==> config.mk <==
export PLATFORM = sky130hd
export DESIGN_NAME = lidar_packet_parser
export DESIGN_NICKNAME = d
export VERILOG_FILES = /design/src/rtl/lpp_pkg.sv /design/src/rtl/lpp_front.sv /design/src/rtl/lpp_queue.sv /design/src/rtl/lpp_back.sv /design/src/rtl/lidar_packet_parser.sv
export SDC_FILE = /design/constraint.sdc
export NUM_CORES = 1
export LEC_CHECK = 0
export BUFFER_PORTS_ARGS = -buffer_cell sky130_fd_sc_hd__buf_4
export CAP_MARGIN = 20
export CORE_UTILIZATION = 50
export CTS_BUF_LIST = sky130_fd_sc_hd__clkbuf_4
export DETAILED_ROUTE_END_ITERATION = 10
export PLACE_DENSITY_LB_ADDON = 0.08
export SYNTH_ARGS = -nofsm -noshare
export SYNTH_HDL_FRONTEND = slang
export SYNTH_SLANG_ARGS = --single-unit
==> constraint.sdc <==
create_clock -name clk_i -period 5.79 [get_ports clk_i]
set_input_delay 0.2895 -clock clk_i [delete_from_list [all_inputs] [get_ports clk_i]]
set_output_delay 0.2895 -clock clk_i [all_outputs]
set_load 0.05 [all_outputs]
==> src/rtl/lpp_pkg.sv <==
package lpp_pkg;

  // Stream constants
  localparam logic [7:0] START_BYTE  = 8'hFA;
  localparam logic [7:0] INDEX_FIRST = 8'hA0;
  localparam logic [7:0] INDEX_LAST  = 8'hDB;
  localparam logic [8:0] ANGLE_TOP   = 9'd359;

  // Packet byte positions
  localparam logic [5:0] PH_HUNT     = 6'd0;
  localparam logic [5:0] PH_INDEX    = 6'd1;
  localparam logic [5:0] PH_SPEED_LO = 6'd2;
  localparam logic [5:0] PH_SPEED_HI = 6'd3;
  localparam logic [5:0] PH_LAST     = 6'd41;

  // Reading layout: intensity lo/hi, range lo/hi, two spare bytes
  localparam logic [2:0] OFF_INT_LO  = 3'd0;
  localparam logic [2:0] OFF_INT_HI  = 3'd1;
  localparam logic [2:0] OFF_RNG_LO  = 3'd2;
  localparam logic [2:0] OFF_RNG_HI  = 3'd3;
  localparam logic [2:0] OFF_LAST    = 3'd5;
  localparam logic [2:0] SLOT_COUNT  = 3'd6;

  // Divide by ten: (x * 52429) >> 19, exact for 16-bit x
  localparam logic [15:0] DIV10_MUL  = 16'd52429;
  localparam int          DIV10_SHR  = 19;

  // Configuration register indexes
  localparam logic [1:0] CFG_LOW_CUT = 2'd0;
  localparam logic [1:0] CFG_MIN_RNG = 2'd1;
  localparam logic [1:0] CFG_MAX_RNG = 2'd2;

  localparam logic        LOW_CUT_RESET   = 1'b1;
  localparam logic [15:0] MIN_RANGE_RESET = 16'd150;
  localparam logic [15:0] MAX_RANGE_RESET = 16'd3500;

  localparam int SNAPSHOT_READINGS = 61;

  // Queue between front and back
  localparam int QUEUE_DEPTH = 2;
  localparam int QPTR_W      = $clog2(QUEUE_DEPTH);
  localparam int QCNT_W      = $clog2(QUEUE_DEPTH + 1);

  typedef struct packed {
    logic        low_cut;
    logic [15:0] min_range;
    logic [15:0] max_range;
  } cfg_t;

  // One raw reading handed from front to back
  typedef struct packed {
    logic [8:0]  angle;
    logic [15:0] range;
    logic [15:0] intensity;
    logic [12:0] rpm;
  } reading_t;

endpackage

==> src/rtl/lpp_front.sv <==
module lpp_front (
  input  logic              clk_i,
  input  logic              rst_ni,
  input  logic              byte_valid_i,
  output logic              byte_ready_o,
  input  logic [7:0]        byte_i,
  output logic              push_o,
  output lpp_pkg::reading_t push_data_o,
  input  logic              full_i
);
  import lpp_pkg::*;

  logic [5:0]  phase_q, phase_d;
  logic [2:0]  slot_q, slot_d;
  logic [2:0]  off_q, off_d;
  logic        valid_q, valid_d;
  logic [8:0]  angle_top_q, angle_top_d;
  logic [7:0]  speed_lo_q, speed_lo_d;
  logic [12:0] rpm_q, rpm_d;
  logic [7:0]  int_lo_q, int_lo_d;
  logic [7:0]  int_hi_q, int_hi_d;
  logic [7:0]  rng_lo_q, rng_lo_d;

  logic        accept;
  logic        idx_ok;
  logic [7:0]  idx_off;
  logic [8:0]  base;
  logic [31:0] rpm_prod;
  logic        in_slot;

  assign byte_ready_o = !full_i;
  assign accept       = byte_valid_i && !full_i;

  // Index decode and base angle
  assign idx_ok  = (byte_i >= INDEX_FIRST) && (byte_i <= INDEX_LAST);
  assign idx_off = byte_i - INDEX_FIRST;
  assign base    = 9'({3'b000, idx_off[5:0]} * 9'd6);

  // Speed word / 10 by reciprocal multiply
  assign rpm_prod = {byte_i, speed_lo_q} * DIV10_MUL;

  assign in_slot = (phase_q > PH_SPEED_HI) && (slot_q < SLOT_COUNT);

  // Emit a reading on its range high byte
  assign push_o = accept && in_slot && (off_q == OFF_RNG_HI) && valid_q;
  assign push_data_o = '{
    angle:     angle_top_q - {6'd0, slot_q},
    range:     {byte_i, rng_lo_q},
    intensity: {int_hi_q, int_lo_q},
    rpm:       rpm_q
  };

  // Byte sequencing
  always_comb begin
    phase_d     = phase_q;
    slot_d      = slot_q;
    off_d       = off_q;
    valid_d     = valid_q;
    angle_top_d = angle_top_q;
    speed_lo_d  = speed_lo_q;
    rpm_d       = rpm_q;
    int_lo_d    = int_lo_q;
    int_hi_d    = int_hi_q;
    rng_lo_d    = rng_lo_q;
    if (accept) begin
      phase_d = (phase_q >= PH_LAST) ? PH_HUNT : phase_q + 6'd1;
      case (phase_q)
        PH_HUNT: begin
          phase_d = (byte_i == START_BYTE) ? PH_INDEX : PH_HUNT;
        end
        PH_INDEX: begin
          valid_d = idx_ok;
          if (idx_ok) begin
            angle_top_d = ANGLE_TOP - base;
          end
        end
        PH_SPEED_LO: begin
          speed_lo_d = byte_i;
        end
        PH_SPEED_HI: begin
          rpm_d  = rpm_prod[DIV10_SHR +: 13];
          slot_d = 3'd0;
          off_d  = 3'd0;
        end
        default: begin
          if (in_slot) begin
            case (off_q)
              OFF_INT_LO: int_lo_d = byte_i;
              OFF_INT_HI: int_hi_d = byte_i;
              OFF_RNG_LO: rng_lo_d = byte_i;
              default:    ;
            endcase
            if (off_q == OFF_LAST) begin
              off_d  = 3'd0;
              slot_d = slot_q + 3'd1;
            end else begin
              off_d = off_q + 3'd1;
            end
          end
        end
      endcase
    end
  end

  always_ff @(posedge clk_i or negedge rst_ni) begin
    if (!rst_ni) begin
      phase_q     <= PH_HUNT;
      slot_q      <= '0;
      off_q       <= '0;
      valid_q     <= 1'b0;
      angle_top_q <= '0;
      speed_lo_q  <= '0;
      rpm_q       <= '0;
      int_lo_q    <= '0;
      int_hi_q    <= '0;
      rng_lo_q    <= '0;
    end else begin
      phase_q     <= phase_d;
      slot_q      <= slot_d;
      off_q       <= off_d;
      valid_q     <= valid_d;
      angle_top_q <= angle_top_d;
      speed_lo_q  <= speed_lo_d;
      rpm_q       <= rpm_d;
      int_lo_q    <= int_lo_d;
      int_hi_q    <= int_hi_d;
      rng_lo_q    <= rng_lo_d;
    end
  end

endmodule

==> src/rtl/lpp_queue.sv <==
module lpp_queue (
  input  logic              clk_i,
  input  logic              rst_ni,
  input  logic              push_i,
  input  lpp_pkg::reading_t push_data_i,
  output logic              full_o,
  input  logic              pop_i,
  output logic              valid_o,
  output lpp_pkg::reading_t pop_data_o
);
  import lpp_pkg::*;

  reading_t            mem_q [QUEUE_DEPTH];
  logic [QPTR_W-1:0]   wr_ptr_q, wr_ptr_d;
  logic [QPTR_W-1:0]   rd_ptr_q, rd_ptr_d;
  logic [QCNT_W-1:0]   cnt_q, cnt_d;

  assign full_o     = (cnt_q == QCNT_W'(QUEUE_DEPTH));
  assign valid_o    = (cnt_q != '0);
  assign pop_data_o = mem_q[rd_ptr_q];

  // Pointer and fill count update
  always_comb begin
    wr_ptr_d = wr_ptr_q;
    rd_ptr_d = rd_ptr_q;
    cnt_d    = cnt_q;
    if (push_i) begin
      wr_ptr_d = (wr_ptr_q == QPTR_W'(QUEUE_DEPTH - 1)) ? '0 : wr_ptr_q + 1'b1;
    end
    if (pop_i) begin
      rd_ptr_d = (rd_ptr_q == QPTR_W'(QUEUE_DEPTH - 1)) ? '0 : rd_ptr_q + 1'b1;
    end
    if (push_i && !pop_i) begin
      cnt_d = cnt_q + 1'b1;
    end else if (pop_i && !push_i) begin
      cnt_d = cnt_q - 1'b1;
    end
  end

  always_ff @(posedge clk_i or negedge rst_ni) begin
    if (!rst_ni) begin
      wr_ptr_q <= '0;
      rd_ptr_q <= '0;
      cnt_q    <= '0;
    end else begin
      wr_ptr_q <= wr_ptr_d;
      rd_ptr_q <= rd_ptr_d;
      cnt_q    <= cnt_d;
    end
  end

  // Storage, no reset
  always_ff @(posedge clk_i) begin
    if (push_i) begin
      mem_q[wr_ptr_q] <= push_data_i;
    end
  end

endmodule

==> src/rtl/lpp_back.sv <==
module lpp_back #(
  parameter int SnapshotReadings = lpp_pkg::SNAPSHOT_READINGS
) (
  input  logic              clk_i,
  input  logic              rst_ni,
  input  lpp_pkg::cfg_t     cfg_i,
  input  logic              valid_i,
  input  lpp_pkg::reading_t data_i,
  output logic              pop_o,
  output logic              out_valid_o,
  input  logic              out_ready_i,
  output logic [8:0]        angle_o,
  output logic [15:0]       distance_o,
  output logic [15:0]       intensity_o,
  output logic [12:0]       rpm_o,
  output logic              no_echo_o,
  output logic              snapshot_o
);
  import lpp_pkg::*;

  localparam int CntW = $clog2(SnapshotReadings);

  logic [CntW-1:0] count_q, count_d;
  logic            out_valid_q;
  logic [8:0]      angle_q;
  logic [15:0]     dist_q, dist_d;
  logic [15:0]     int_q;
  logic [12:0]     rpm_q;
  logic            no_echo_q;
  logic            snap_q, snap_d;
  logic [15:0]     cut;

  assign pop_o = valid_i && (!out_valid_q || out_ready_i);

  // Low cut, then clamp
  always_comb begin
    cut = data_i.range;
    if (cfg_i.low_cut && (data_i.range < cfg_i.min_range)) begin
      cut = cfg_i.max_range;
    end
    dist_d = (cut > cfg_i.max_range) ? cfg_i.max_range : cut;
  end

  // Snapshot counter
  always_comb begin
    count_d = count_q;
    snap_d  = 1'b0;
    if (pop_o) begin
      if (count_q == CntW'(SnapshotReadings - 1)) begin
        count_d = '0;
        snap_d  = 1'b1;
      end else begin
        count_d = count_q + 1'b1;
      end
    end
  end

  always_ff @(posedge clk_i or negedge rst_ni) begin
    if (!rst_ni) begin
      count_q     <= '0;
      out_valid_q <= 1'b0;
    end else begin
      count_q <= count_d;
      if (pop_o) begin
        out_valid_q <= 1'b1;
      end else if (out_ready_i) begin
        out_valid_q <= 1'b0;
      end
    end
  end

  // Output register payload
  always_ff @(posedge clk_i) begin
    if (pop_o) begin
      angle_q   <= data_i.angle;
      dist_q    <= dist_d;
      int_q     <= data_i.intensity;
      rpm_q     <= data_i.rpm;
      no_echo_q <= (dist_d == cfg_i.max_range);
      snap_q    <= snap_d;
    end
  end

  assign out_valid_o = out_valid_q;
  assign angle_o     = angle_q;
  assign distance_o  = dist_q;
  assign intensity_o = int_q;
  assign rpm_o       = rpm_q;
  assign no_echo_o   = no_echo_q;
  assign snapshot_o  = snap_q;

endmodule

==> src/rtl/lidar_packet_parser.sv <==
// Lidar packet parser: takes the serial byte stream of a spinning lidar one
// byte per request, finds the 0xFA start byte, consumes the 41 bytes after it
// and emits six readings per packet with a valid index (0xA0..0xDB): angle,
// clamped distance, intensity and rpm in tdata, the no-echo flag in tuser and
// the every-Nth-reading snapshot flag in tlast. One byte is accepted in every
// cycle while the queue is not full; each reading goes from the front decode
// through the two-entry queue to the output register. s_axis_tready drops only
// while the two-entry queue is full, i.e. under sustained output backpressure.
// Configuration writes are accepted every cycle and must be made while idle.
module lidar_packet_parser #(
  parameter int SnapshotReadings = lpp_pkg::SNAPSHOT_READINGS
) (
  input  logic        clk_i,
  input  logic        rst_ni,
  // rx_byte [7:0]
  input  logic [7:0]  s_axis_tdata,
  input  logic        s_axis_tvalid,
  output logic        s_axis_tready,
  // angle [8:0], distance [24:9], intensity [40:25], rpm [53:41], zero [55:54]
  output logic [55:0] m_axis_tdata,
  // no_echo [0]
  output logic        m_axis_tuser,
  // snapshot_due
  output logic        m_axis_tlast,
  output logic        m_axis_tvalid,
  input  logic        m_axis_tready,
  input  logic        cfg_valid_i,
  output logic        cfg_ready_o,
  input  logic [1:0]  cfg_index_i,
  input  logic [15:0] cfg_data_i
);
  import lpp_pkg::*;

  cfg_t     cfg_q;
  logic     push;
  reading_t push_data;
  logic     full;
  logic     pop;
  logic     q_valid;
  reading_t q_data;
  logic [8:0]  angle;
  logic [15:0] distance;
  logic [15:0] intensity;
  logic [12:0] rpm;

  // Configuration registers
  assign cfg_ready_o = 1'b1;

  always_ff @(posedge clk_i or negedge rst_ni) begin
    if (!rst_ni) begin
      cfg_q.low_cut   <= LOW_CUT_RESET;
      cfg_q.min_range <= MIN_RANGE_RESET;
      cfg_q.max_range <= MAX_RANGE_RESET;
    end else if (cfg_valid_i) begin
      case (cfg_index_i)
        CFG_LOW_CUT: cfg_q.low_cut   <= cfg_data_i[0];
        CFG_MIN_RNG: cfg_q.min_range <= cfg_data_i;
        CFG_MAX_RNG: cfg_q.max_range <= cfg_data_i;
        default:     ;
      endcase
    end
  end

  lpp_front u_front (
    .clk_i        (clk_i),
    .rst_ni       (rst_ni),
    .byte_valid_i (s_axis_tvalid),
    .byte_ready_o (s_axis_tready),
    .byte_i       (s_axis_tdata),
    .push_o       (push),
    .push_data_o  (push_data),
    .full_i       (full)
  );

  lpp_queue u_queue (
    .clk_i       (clk_i),
    .rst_ni      (rst_ni),
    .push_i      (push),
    .push_data_i (push_data),
    .full_o      (full),
    .pop_i       (pop),
    .valid_o     (q_valid),
    .pop_data_o  (q_data)
  );

  lpp_back #(
    .SnapshotReadings (SnapshotReadings)
  ) u_back (
    .clk_i       (clk_i),
    .rst_ni      (rst_ni),
    .cfg_i       (cfg_q),
    .valid_i     (q_valid),
    .data_i      (q_data),
    .pop_o       (pop),
    .out_valid_o (m_axis_tvalid),
    .out_ready_i (m_axis_tready),
    .angle_o     (angle),
    .distance_o  (distance),
    .intensity_o (intensity),
    .rpm_o       (rpm),
    .no_echo_o   (m_axis_tuser),
    .snapshot_o  (m_axis_tlast)
  );

  assign m_axis_tdata = {2'b00, rpm, intensity, distance, angle};

endmodule

# Yosys cells after proc, flatten, opt, wreduce, memory -nomap -nowiden
# Memories as Yosys holds them, arrays and structs flattened.
# Cells that the tools add are included.
[totals] ram_bits=108 input_bits=31 out_inout_bits=61 memories=1 word_cells=118 reg_bits=167
[memory_table] name="u_queue.mem_q" words=2 word_bits=54 rd=1 rd_clocked_by_memory_dff=0 wr=1 line_no="lpp_queue.sv:13" rtl="reading_t mem_q [QUEUE_DEPTH];"
[op_classes] order_cmp=7 n_reduce_logical=37 mul=2 n_eq_ne=13 addsub=11 bitwise_logic=2 muxes=21
[op_table] op="$mul 16x16->32 const B" count=1
[op_table] op="$mux 16" count=2
[op_table] op="$mux 6" count=3
[op_table] op="$eq 16x16->1" count=1
[op_table] op="$gt 16x16->1" count=1
[op_table] op="$lt 16x16->1" count=1
[op_table] op="$reduce_and 4->1" count=4
[op_table] op="$add 6x1->6 const B" count=2
[op_table] op="$eq 6x2->1 const B" count=2
[op_table] op="$mux 3" count=4
[op_table] op="$pmux 3 s2" count=2
[op_table] op="$reduce_and 2->1" count=6
[op_table] op="$logic_and 1x1->1" count=10
[op_table] op="$reduce_bool 2->1" count=5
[op_table] op="$sub 9x3->9" count=1
[op_table] op="$sub 9x9->9 const A" count=1
[op_table] op="$eq 8x8->1 const B" count=1
[op_table] op="$ge 8x8->1 const B" count=1
[op_table] op="$le 8x8->1 const B" count=1
[op_table] op="$mul 6x2->8 const B" count=1
[op_table] op="$mux 1" count=8
[op_table] op="$add 3x1->3 const B" count=2
[op_table] op="$eq 3x2->1 const B" count=2
[op_table] op="$eq 6x1->1 const B" count=1
[op_table] op="22 further kinds" count=30

# Depth between registers and ports, before layout
# Gate-level depths: netlist of the first run.
[depth] word_depth=10 ltp_mapped=23 depth_no_buf=21

# Cells and area by module
# Synthesis of the first run repeated with hierarchy kept, for this count alone.
[hier_totals] cells_unflattened=1431 hier_area_um2=17568.1
[modules_own_cells] mod="lpp_front" cells_per_inst=852 area_each_um2=8125.3 instances=1
[modules_own_cells] mod="lpp_queue" cells_per_inst=184 area_each_um2=4335.4 instances=1
[modules_own_cells] mod="lpp_back" cells_per_inst=319 area_each_um2=3719.8 instances=1
[modules_own_cells] mod="lidar_packet_parser" cells_per_inst=76 area_each_um2=1387.6 instances=1

# Least setup slack after synthesis of the first run
# OpenSTA, ideal clock, no wires.
[synth_timing] kind="register to register" from="register u_queue.cnt_q[1]" to="memory u_queue.mem_q[0][0] (netlist name), enable pin" setup_slack_ns=0.019 n_path_buf=1 setup_ns=0.533 arrival_ns=5.238 required_ns=5.257 stages_incl_launch_ff=6 path_cell_list="dfrtp_1 -> or2b_1 -> nand2_1 -> a211o_1 -> buf_4 -> nor3_1"
[synth_via] elab_chain_len=8
[synth_lines] element="start, declared" line_no="lpp_queue.sv:16" rtl="logic [QCNT_W-1:0] cnt_q, cnt_d;"
[synth_lines] element="start signal, assigned" line_no="lpp_queue.sv:48" rtl="cnt_q <= cnt_d;"
[synth_lines] element="$eq 2x2->1" line_no="lpp_queue.sv:18" rtl="assign full_o = (cnt_q == QCNT_W'(QUEUE_DEPTH));"
[synth_lines] element="$logic_not 1->1"
[synth_lines] element="net s_axis_tready" line_no="lidar_packet_parser.sv:18" rtl="output logic s_axis_tready,"
[synth_lines] element="$logic_and 1x1->1" line_no="lpp_front.sv:32" rtl="assign accept = byte_valid_i && !full_i;"
[synth_lines] element="$logic_and 1x1->1 (3 in series)" line_no="lpp_front.sv:45" rtl="assign push_o = accept && in_slot && (off_q == OFF_RNG_HI) && valid_q;"
[synth_lines] element="$mux 1" line_no="lpp_queue.sv:54" rtl="if (push_i) begin"
[synth_lines] element="$mux 1 (not written as such)" line_no="lpp_queue.sv:55" rtl="mem_q[wr_ptr_q] <= push_data_i;"
[synth_lines] element="end, declared" line_no="lpp_queue.sv:13"
# The timed path passes the listed nets, and every way through them passes these cells.

# Worst setup path in the final report of the first run
[layout_timing] from="register u_front.speed_lo_q[4]" to="register u_front.rpm_q[12]"
[layout_via] elab_chain_len=1
[layout_lines] element="start, declared" line_no="lpp_front.sv:18" rtl="logic [7:0] speed_lo_q, speed_lo_d;"
[layout_lines] element="start signal, assigned" line_no="lpp_front.sv:123" rtl="speed_lo_q <= speed_lo_d;"
[layout_lines] element="$mul 16x16->32" line_no="lpp_front.sv:40" rtl="assign rpm_prod = {byte_i, speed_lo_q} * DIV10_MUL;"
[layout_lines] element="end signal, assigned" line_no="lpp_front.sv:124" rtl="rpm_q <= rpm_d;"
[layout_lines] element="end, declared" line_no="lpp_front.sv:19" rtl="logic [12:0] rpm_q, rpm_d;"
# Every way passes these cells.
# A chain may end at the register's enable or synchronous reset.

==> metrics.txt, run 1 <==
# TYPE chip_impl_metric gauge
chip_impl_metric{name="synth.mux.area_fraction",unit="%"} 10.4
chip_impl_info{name="timing.critical_path.to_type",value="flip-flop"} 1
chip_impl_metric{name="die_height",unit="µm"} 184
chip_impl_metric{name="layout-drive-gt1-share",unit="%"} 29.8
chip_impl_metric{name="place.detailed.instances",unit=""} 1804
chip_impl_metric{name="num_io_pins",unit=""} 92
chip_impl_info{name="clockRootBuffer",value="sky130_fd_sc_hd__clkbuf_4"} 1
chip_impl_info{name="rr_endpoint",value="u_front.rpm_q[12]"} 1
chip_impl_metric{name="cp_data_required_time",unit="ns"} 6.39
chip_impl_metric{name="placeableCoreArea",unit="µm²"} 32500
chip_impl_metric{name="syn-cell-area",unit="µm²"} 16500
chip_impl_metric{name="slew_violations",unit=""} 0
chip_impl_metric{name="max-slew-margin-rel",unit="%"} 31.0
chip_impl_metric{name="cap_violations",unit=""} 0
chip_impl_metric{name="synth.lib_cells_used.distinct",unit=""} 66
chip_impl_metric{name="fmaxAchievable",unit="MHz"} 179
chip_impl_metric{name="final-setup-viol-count",unit=""} 0
chip_impl_info{name="synth.cells.most_frequent",value="sky130_fd_sc_hd__ha_1 (182), sky130_fd_sc_hd__inv_1 (180), sky130_fd_sc_hd__edfxtp_1 (164)"} 1
chip_impl_metric{name="ys_seq_area_share",unit="%"} 46.8
chip_impl_metric{name="adder_cell_share_of_the_synthesized_area",unit="%"} 24.3
chip_impl_info{name="critical_path.reg2reg.startpoint",value="u_front.speed_lo_q[4]"} 1
chip_impl_metric{name="final_antenna_net_count",unit=""} 0
chip_impl_metric{name="grt_max_degree",unit=""} 61
chip_impl_metric{name="half_perimeter_wire_length_after_detailed_placement",unit="mm"} 26.3
chip_impl_info{name="synth_top_family_by_area",value="adder cells"} 1
chip_impl_metric{name="std_cell_rows",unit=""} 66
chip_impl_metric{name="cts_made_buffers",unit=""} 73
chip_impl_metric{name="yosysWarnings",unit=""} 0
chip_impl_metric{name="initial_utilization",unit="%"} 50.8
chip_impl_metric{name="antenna_found_initial",unit=""} 2
chip_impl_metric{name="final.hold.worst_slack",unit="ns"} 0.0821
chip_impl_metric{name="final.setup.worst_slack",unit="ns"} 0.208
chip_impl_info{name="timing.hold.worst.start",value="s_axis_tvalid"} 1
chip_impl_metric{name="worstPathArrival",unit="ns"} 6.18
chip_impl_metric{name="clk_transition_reported_paths",unit="ns"} 0.06
chip_impl_metric{name="clock_insertion_delay_worst_skew",unit="ns"} 0.72
chip_impl_metric{name="critical_path_peak_fanout",unit=""} 4
chip_impl_metric{name="dieArea",unit="µm²"} 33700
chip_impl_metric{name="synthesis.area_per_instance",unit="µm²"} 13.2
chip_impl_metric{name="sequential_cell_area",unit="µm²"} 7720
chip_impl_metric{name="place_ws",unit="ns"} -0.0604
chip_impl_metric{name="syn_to_final_growth",unit="%"} 16.9
chip_impl_metric{name="clock_sinks",unit=""} 275
chip_impl_info{name="synthFlopType",value="sky130_fd_sc_hd__edfxtp_1"} 1
chip_impl_metric{name="routed_wirelength",unit="mm"} 34.8
chip_impl_info{name="rsz_0062_raised_after_global_routing",value="true"} 1
chip_impl_metric{name="footprint_of_the_multi_input_gates",unit="µm²"} 8020
chip_impl_metric{name="r2r_cells",unit=""} 19
chip_impl_info{name="worstSetupStartpointType",value="flip-flop"} 1
chip_impl_metric{name="postLayoutCellArea",unit="µm²"} 19300
chip_impl_metric{name="drc_errors",unit=""} 0
chip_impl_info{name="cell_type_with_the_highest_aggregate_area_in_the_netlist",value="sky130_fd_sc_hd__edfxtp_1"} 1
chip_impl_info{name="tritoncts_clock_tree",value="yes"} 1
chip_impl_metric{name="syn_inst",unit=""} 1251
chip_impl_metric{name="grtUsageTotal",unit="%"} 22.0
chip_impl_metric{name="fillerInstances",unit=""} 2709
chip_impl_info{name="critPathKind",value="flip-flop to flip-flop"} 1
chip_impl_metric{name="final_period_minus_worst_setup_slack",unit="ns"} 5.58
chip_impl_info{name="run_status",value="finished clean"} 1
chip_impl_metric{name="synth_top_cell_area_share",unit="%"} 29.9
chip_impl_metric{name="drt_first_iter_violations",unit=""} 351
chip_impl_metric{name="final_min_period_over_clock_period",unit="%"} 96.4
chip_impl_info{name="worst_hold_path_ep",value="u_front.phase_q[4]"} 1
chip_impl_info{name="hold_class",value="primary input to flip-flop"} 1
chip_impl_metric{name="die-width",unit="µm"} 184
chip_impl_metric{name="first_global_vias",unit=""} 10700
chip_impl_metric{name="detailedRoute.firstPassIterationCount",unit=""} 5
chip_impl_metric{name="timing.hold.worst_path_depth",unit=""} 4
chip_impl_metric{name="vias_per_cell",unit=""} 5.07
chip_impl_info{name="most_common_cell_in_the_netlist",value="sky130_fd_sc_hd__ha_1"} 1
chip_impl_metric{name="synth_seq_cells",unit=""} 275
chip_impl_metric{name="grt_remaining_overflow",unit=""} 0
chip_impl_metric{name="design.final.nets",unit=""} 1766
chip_impl_metric{name="detailroute.via_count",unit=""} 9990
chip_impl_metric{name="regToRegSetupSlack",unit="ns"} 0.21
chip_impl_metric{name="worst_slew_pin_slew",unit="ns"} 1.03
chip_impl_metric{name="hold_viol_final",unit=""} 0
chip_impl_metric{name="asyncSetResetFlopFracSynth",unit="%"} 40.4
chip_impl_metric{name="port-buffer-count",unit=""} 88
chip_impl_metric{name="post_drt_wl_per_cell",unit="µm"} 17.7
chip_impl_metric{name="placed_area",unit="µm²"} 17900
chip_impl_metric{name="clockBufferDepth",unit=""} 3
chip_impl_info{name="synth.area.top_cells",value="sky130_fd_sc_hd__edfxtp_1 (30%), sky130_fd_sc_hd__dfrtp_1 (15%), sky130_fd_sc_hd__ha_1 (14%)"} 1
chip_impl_metric{name="globalplace.congestion",unit=""} 0.901
chip_impl_metric{name="synth-simple-area-share",unit="%"} 5.27
chip_impl_metric{name="cts.htree.levels",unit=""} 3
chip_impl_metric{name="wire_length_of_the_first_global_routing_pass",unit="mm"} 56.2
chip_impl_metric{name="synth_compound_area_share",unit="%"} 5.97
chip_impl_metric{name="clock-skew-final",unit="ns"} 0.0332
chip_impl_metric{name="synth_xor_area_share",unit="%"} 2.28
chip_impl_metric{name="final_cell_count_no_fill",unit=""} 1970
chip_impl_metric{name="synth_edf_count",unit=""} 164
-- cell usage in the layout, fill, tap and decap left out, types with 5 or more instances in the layout --
cell type                         n
sky130_fd_sc_hd__dlygate4sd3_1   27
sky130_fd_sc_hd__a21o_1          15
sky130_fd_sc_hd__dfstp_2         12
sky130_fd_sc_hd__nor2b_1          9
sky130_fd_sc_hd__nand3_1         13
sky130_fd_sc_hd__clkinv_1         6
sky130_fd_sc_hd__o31ai_1         10
sky130_fd_sc_hd__mux2_4          10
sky130_fd_sc_hd__clkbuf_4       122
sky130_fd_sc_hd__nor3_1          10
sky130_fd_sc_hd__buf_4          136
sky130_fd_sc_hd__nand2_1         48
sky130_fd_sc_hd__xor2_1          10
sky130_fd_sc_hd__nand4_1          9
sky130_fd_sc_hd__a21oi_1         28
sky130_fd_sc_hd__o21ai_0         41
sky130_fd_sc_hd__nor2_1          28
sky130_fd_sc_hd__a31oi_1          5
sky130_fd_sc_hd__edfxtp_1       164
sky130_fd_sc_hd__xnor2_1         33
sky130_fd_sc_hd__fa_1            86
sky130_fd_sc_hd__nor3b_1          5
sky130_fd_sc_hd__o21a_1          14
sky130_fd_sc_hd__inv_1          179
sky130_fd_sc_hd__ha_1           180
sky130_fd_sc_hd__dfrtp_1         95
sky130_fd_sc_hd__mux2_2         137
sky130_fd_sc_hd__nand2b_1         6
-- per-layer routing --
layer	part of all wire, %	GRT usage (%)
met4	1.7	6.80
met2	51	38.2
met1	43	27.6
met3	3.6	4.48
met5	0	0
-- cell type report --
| type | count | share of cell area, % |
|---|---|---|
| diodes | 2 | 0.0260 |
| clock buffers | 122 | 4.75 |
| clock inverters | 12 | 0.454 |
| inverters | 180 | 3.51 |
| multi-input cells | 773 | 41.6 |
| flip-flops and latches | 275 | 40.1 |
| well taps | 442 | 2.87 |
| repair buffers | 164 | 6.73 |
-- per-stage QoR --
step | utilization, % | TNS (ns)
after CTS | 59.1 | 0
final | 59.4 | 0
after floorplan | - | 0
after global routing | 59.4 | -0.0174
after detailed placement | 55.2 | -0.119
after global placement | 55.2 | 0
-- critical path, stage by stage (launching register included) --
cell,delay [ns]
sky130_fd_sc_hd__dfrtp_2,0.46
sky130_fd_sc_hd__ha_4,0.28
sky130_fd_sc_hd__inv_1,0.05
sky130_fd_sc_hd__fa_1,0.57
sky130_fd_sc_hd__inv_1,0.07
sky130_fd_sc_hd__fa_1,0.56
sky130_fd_sc_hd__fa_1,0.46
sky130_fd_sc_hd__fa_1,0.56
sky130_fd_sc_hd__inv_1,0.06
sky130_fd_sc_hd__fa_1,0.53
sky130_fd_sc_hd__inv_1,0.05
sky130_fd_sc_hd__ha_1,0.32
sky130_fd_sc_hd__o21ai_1,0.09
sky130_fd_sc_hd__a21oi_1,0.10
sky130_fd_sc_hd__o22ai_2,0.21
sky130_fd_sc_hd__nor3b_4,0.27
sky130_fd_sc_hd__a211oi_4,0.10
sky130_fd_sc_hd__a311oi_2,0.35
sky130_fd_sc_hd__a2111oi_2,0.13
sky130_fd_sc_hd__a221o_1,0.27
-- sequential cells by signal, indices dropped and copies added, names as in the netlist, 9 cells and up --
signal / count
u_front.rpm_q: 13
u_queue.mem_q: 108
cfg_q: 33
u_front.angle_top_q: 9
u_back.rpm_o: 13
u_back.distance_o: 16
u_back.angle_o: 9
u_back.intensity_o: 16
-- worst max-delay path by stage --
stage | from | cells after the start | slack, ns | endpoint
after global placement | s_axis_tdata[0] | 21 | 0.03 | u_front.rpm_q[12]
final | u_front.speed_lo_q[4] | 19 | 0.21 | u_front.rpm_q[12]
after detailed placement | s_axis_tdata[0] | 22 | -0.06 | u_front.rpm_q[8]
after floorplan | u_queue.cnt_q[1] | 5 | 0.02 | u_queue.mem_q[0][0]
after global routing | u_front.speed_lo_q[7] | 20 | -0.02 | u_front.rpm_q[8]
after CTS | u_front.speed_lo_q[4] | 20 | 0.0005 | u_front.rpm_q[10]
-- kinds of logic (layout without fill, tap and decap cells) --
group | after synthesis | after routing
AOI/OAI and AO/OA | 148 | 148
xor gates and xnor gates | 43 | 43
adders and majority gates | 268 | 268
buffers and inverters | 204 | 478
DFF | 275 | 275
muxes | 150 | 150
other | 2 | 5
and+or+nand+nor | 161 | 161
-- repair_timing --
item	4_1_cts	5_1_grt
endpoints found under the setup margin	2	7
hold buffers	27	0
pin swaps	1	4
gates resized for setup	0	10
hold endpoints to repair	96	0
buffers inserted	0	2
Power of run 1 is not shown: default switching activity piles up to over one toggle a cycle in this logic, so the estimate is an artifact.
==> inputs of run 2 (changes only) <==
Settings changed: REMOVE_ABC_BUFFERS set to 1.
==> run 2 against run 1 <==
Global-route usage is 0.15 points lower; non-clock buffer count grew 12; critical endpoint unchanged; sequential share of layout area down 0.57 points; utilization rose by 0.89 points; critical path type unchanged; first-iteration DRC count is 13% higher.
==> metrics.txt, run 2 (synthesis results as in run 1) <==
# TYPE chip_impl_metric gauge
chip_impl_info{name="worst_hold_path_ep",value="u_queue.mem_q[0][44]"} 1
chip_impl_metric{name="final-setup-viol-count",unit=""} 0
chip_impl_info{name="run_status",value="finished clean"} 1
chip_impl_metric{name="worst_path_buffer_plus_inverter_count",unit=""} 5
chip_impl_metric{name="worstPathArrival",unit="ns"} 6.15
chip_impl_info{name="timing.critical_path.to_type",value="flip-flop"} 1
chip_impl_metric{name="num_io_pins",unit=""} 92
chip_impl_info{name="hold_class",value="primary input to flip-flop"} 1
chip_impl_metric{name="worst_slew_pin_slew",unit="ns"} 0.997
chip_impl_metric{name="clock_sinks",unit=""} 275
chip_impl_metric{name="max-slew-margin-rel",unit="%"} 33.3
chip_impl_metric{name="first_global_vias",unit=""} 10900
chip_impl_metric{name="regToRegSetupSlack",unit="ns"} 0.18
chip_impl_info{name="worstSetupStartpointType",value="flip-flop"} 1
chip_impl_metric{name="placeableCoreArea",unit="µm²"} 32500
chip_impl_metric{name="slew_violations",unit=""} 0
chip_impl_metric{name="routed_wirelength",unit="mm"} 34.7
chip_impl_metric{name="final_min_period_over_clock_period",unit="%"} 96.9
chip_impl_metric{name="cts_made_buffers",unit=""} 74
chip_impl_info{name="largest_register",value="u_queue.mem_q"} 1
chip_impl_metric{name="port-buffer-count",unit=""} 88
chip_impl_metric{name="detailroute.via_count",unit=""} 10200
chip_impl_metric{name="drt_first_iter_violations",unit=""} 397
chip_impl_metric{name="detailedRoute.firstPassIterationCount",unit=""} 4
chip_impl_metric{name="clockBufferDepth",unit=""} 3
chip_impl_metric{name="vias_per_cell",unit=""} 5.16
chip_impl_metric{name="critical_path_peak_fanout",unit=""} 5
chip_impl_metric{name="clk_transition_reported_paths",unit="ns"} 0.06
chip_impl_info{name="layout_common_cells",value="sky130_fd_sc_hd__inv_1 (178), sky130_fd_sc_hd__ha_1 (170), sky130_fd_sc_hd__edfxtp_1 (164)"} 1
chip_impl_info{name="clockRootBuffer",value="sky130_fd_sc_hd__clkbuf_4"} 1
chip_impl_metric{name="initial_utilization",unit="%"} 50.8
chip_impl_metric{name="globalplace.congestion",unit=""} 0.860
chip_impl_metric{name="clock_insertion_delay_worst_skew",unit="ns"} 0.71
chip_impl_metric{name="die_height",unit="µm"} 184
chip_impl_metric{name="die-width",unit="µm"} 184
chip_impl_info{name="rr_endpoint",value="u_front.rpm_q[12]"} 1
chip_impl_metric{name="post_drt_wl_per_cell",unit="µm"} 17.5
chip_impl_info{name="biggestRegsByFlops",value="u_queue.mem_q x108, cfg_q x33"} 1
chip_impl_info{name="critical_path.reg2reg.startpoint",value="u_front.speed_lo_q[4]"} 1
chip_impl_metric{name="layout-drive-gt1-share",unit="%"} 31.7
chip_impl_metric{name="antenna_found_initial",unit=""} 2
chip_impl_metric{name="placed_area",unit="µm²"} 18000
chip_impl_info{name="crit_chain",value="ha_4 -> inv_1 -> fa_1 -> inv_2 -> fa_1 -> fa_1 -> fa_1 -> inv_1 -> fa_1 -> inv_1 -> ha_4 -> o21ai_2 -> a21oi_2 -> o22ai_2 -> nor3b_4 -> a211oi_4 -> buf_4 -> a311oi_4 -> a2111oi_2 -> a221o_1"} 1
chip_impl_info{name="timing.hold.worst.start",value="s_axis_tdata[7]"} 1
chip_impl_metric{name="final_antenna_net_count",unit=""} 0
chip_impl_metric{name="syn_to_final_growth",unit="%"} 18.6
chip_impl_metric{name="r2r_cells",unit=""} 20
chip_impl_metric{name="cts.htree.levels",unit=""} 3
chip_impl_metric{name="grt_remaining_overflow",unit=""} 0
chip_impl_metric{name="cp_data_required_time",unit="ns"} 6.32
chip_impl_metric{name="half_perimeter_wire_length_after_detailed_placement",unit="mm"} 25.6
chip_impl_info{name="critPathKind",value="flip-flop to flip-flop"} 1
chip_impl_metric{name="std_cell_rows",unit=""} 66
chip_impl_metric{name="final_period_minus_worst_setup_slack",unit="ns"} 5.61
chip_impl_metric{name="grt_max_degree",unit=""} 64
chip_impl_info{name="timing.critical_path.slowest_stage_cell",value="sky130_fd_sc_hd__fa_1"} 1
chip_impl_metric{name="hold_viol_final",unit=""} 0
chip_impl_metric{name="fmaxAchievable",unit="MHz"} 178
chip_impl_metric{name="largest_reg_flops",unit=""} 108
chip_impl_metric{name="grtUsageTotal",unit="%"} 21.9
chip_impl_metric{name="dieArea",unit="µm²"} 33700
chip_impl_metric{name="clock-skew-final",unit="ns"} 0.0605
chip_impl_metric{name="design.final.nets",unit=""} 1779
chip_impl_info{name="cp_top_family",value="adder cells"} 1
chip_impl_info{name="final_common_cell",value="sky130_fd_sc_hd__inv_1"} 1
chip_impl_metric{name="worst_path_largest_cell_delay",unit="ns"} 0.55
chip_impl_metric{name="timing.hold.worst_path_depth",unit=""} 2
chip_impl_info{name="worst_path_most_repeated_cell",value="sky130_fd_sc_hd__fa_1"} 1
chip_impl_metric{name="drc_errors",unit=""} 0
chip_impl_metric{name="postLayoutCellArea",unit="µm²"} 19600
chip_impl_info{name="tritoncts_clock_tree",value="yes"} 1
chip_impl_metric{name="fillerInstances",unit=""} 2666
chip_impl_metric{name="wire_length_of_the_first_global_routing_pass",unit="mm"} 56.5
chip_impl_metric{name="cap_violations",unit=""} 0
-- run 2: worst max-delay path by stage --
stage,depth (start not counted),start,to
4_1_cts,20,u_front.speed_lo_q[4],u_front.rpm_q[10]
6_report,20,u_front.speed_lo_q[4],u_front.rpm_q[12]
3_5_place_dp,19,u_front.speed_lo_q[4],u_front.rpm_q[12]
2_1_floorplan,4,u_queue.cnt_q[1],u_queue.mem_q[0][0]
3_3_place_gp,19,u_front.speed_lo_q[4],u_front.rpm_q[12]
5_1_grt,20,u_front.speed_lo_q[4],u_front.rpm_q[12]
-- run 2: layer usage --
metal	GRT usage [%]	vias up	wire length, µm
li1	-	4881	-
met1	28.4	5132	15400
met2	37.3	190	17500
met3	3.66	43	1290
met4	6.97	0	585
met5	0	-	0
-- run 2: layout make-up --
| cell class | count | area, µm² | share of cell area (%) |
|---|---|---|---|
| sequential | 275 | 7730 | 39.5 |
| tap | 442 | 553 | 2.83 |
| antenna | 2 | 5.00 | 0.0256 |
| inverter | 180 | 676 | 3.45 |
| clock buffer | 118 | 886 | 4.53 |
| clock inverter | 19 | 163 | 0.832 |
| multi-input combinational | 773 | 8170 | 41.8 |
| timing repair buffer | 176 | 1380 | 7.07 |
-- run 2: what timing repair did --
item / CTS / global route
hold endpoints to repair: 98 / 0
pin swaps: 1 / 24
endpoints found under the setup margin: 3 / 7
hold buffers: 26 / 0
gates resized for setup: 3 / 32
buffers inserted: 1 / 5
-- run 2: metrics by stage --
| stage | instances | setup TNS (ns) | hold WS (ns) | util [%] | worst slack [ns] |
|---|---|---|---|---|---|
| 6_report | 1985 | 0 | 0.0849 | 60.3 | 0.177 |
| 5_1_grt | 1985 | -0.107 | 0.0393 | 60.3 | -0.0535 |
| 4_1_cts | 1977 | 0 | 0.0271 | 59.6 | 0.0214 |
| 3_5_place_dp | 1813 | -0.0496 | 0.453 | 55.4 | -0.0304 |
| 3_3_place_gp | 1813 | 0 | 0.445 | 55.4 | 0.00921 |
| 2_1_floorplan | 1228 | -0.303 | -0.00609 | - | -0.00561 |
Power of run 2 is left out for the same reason.
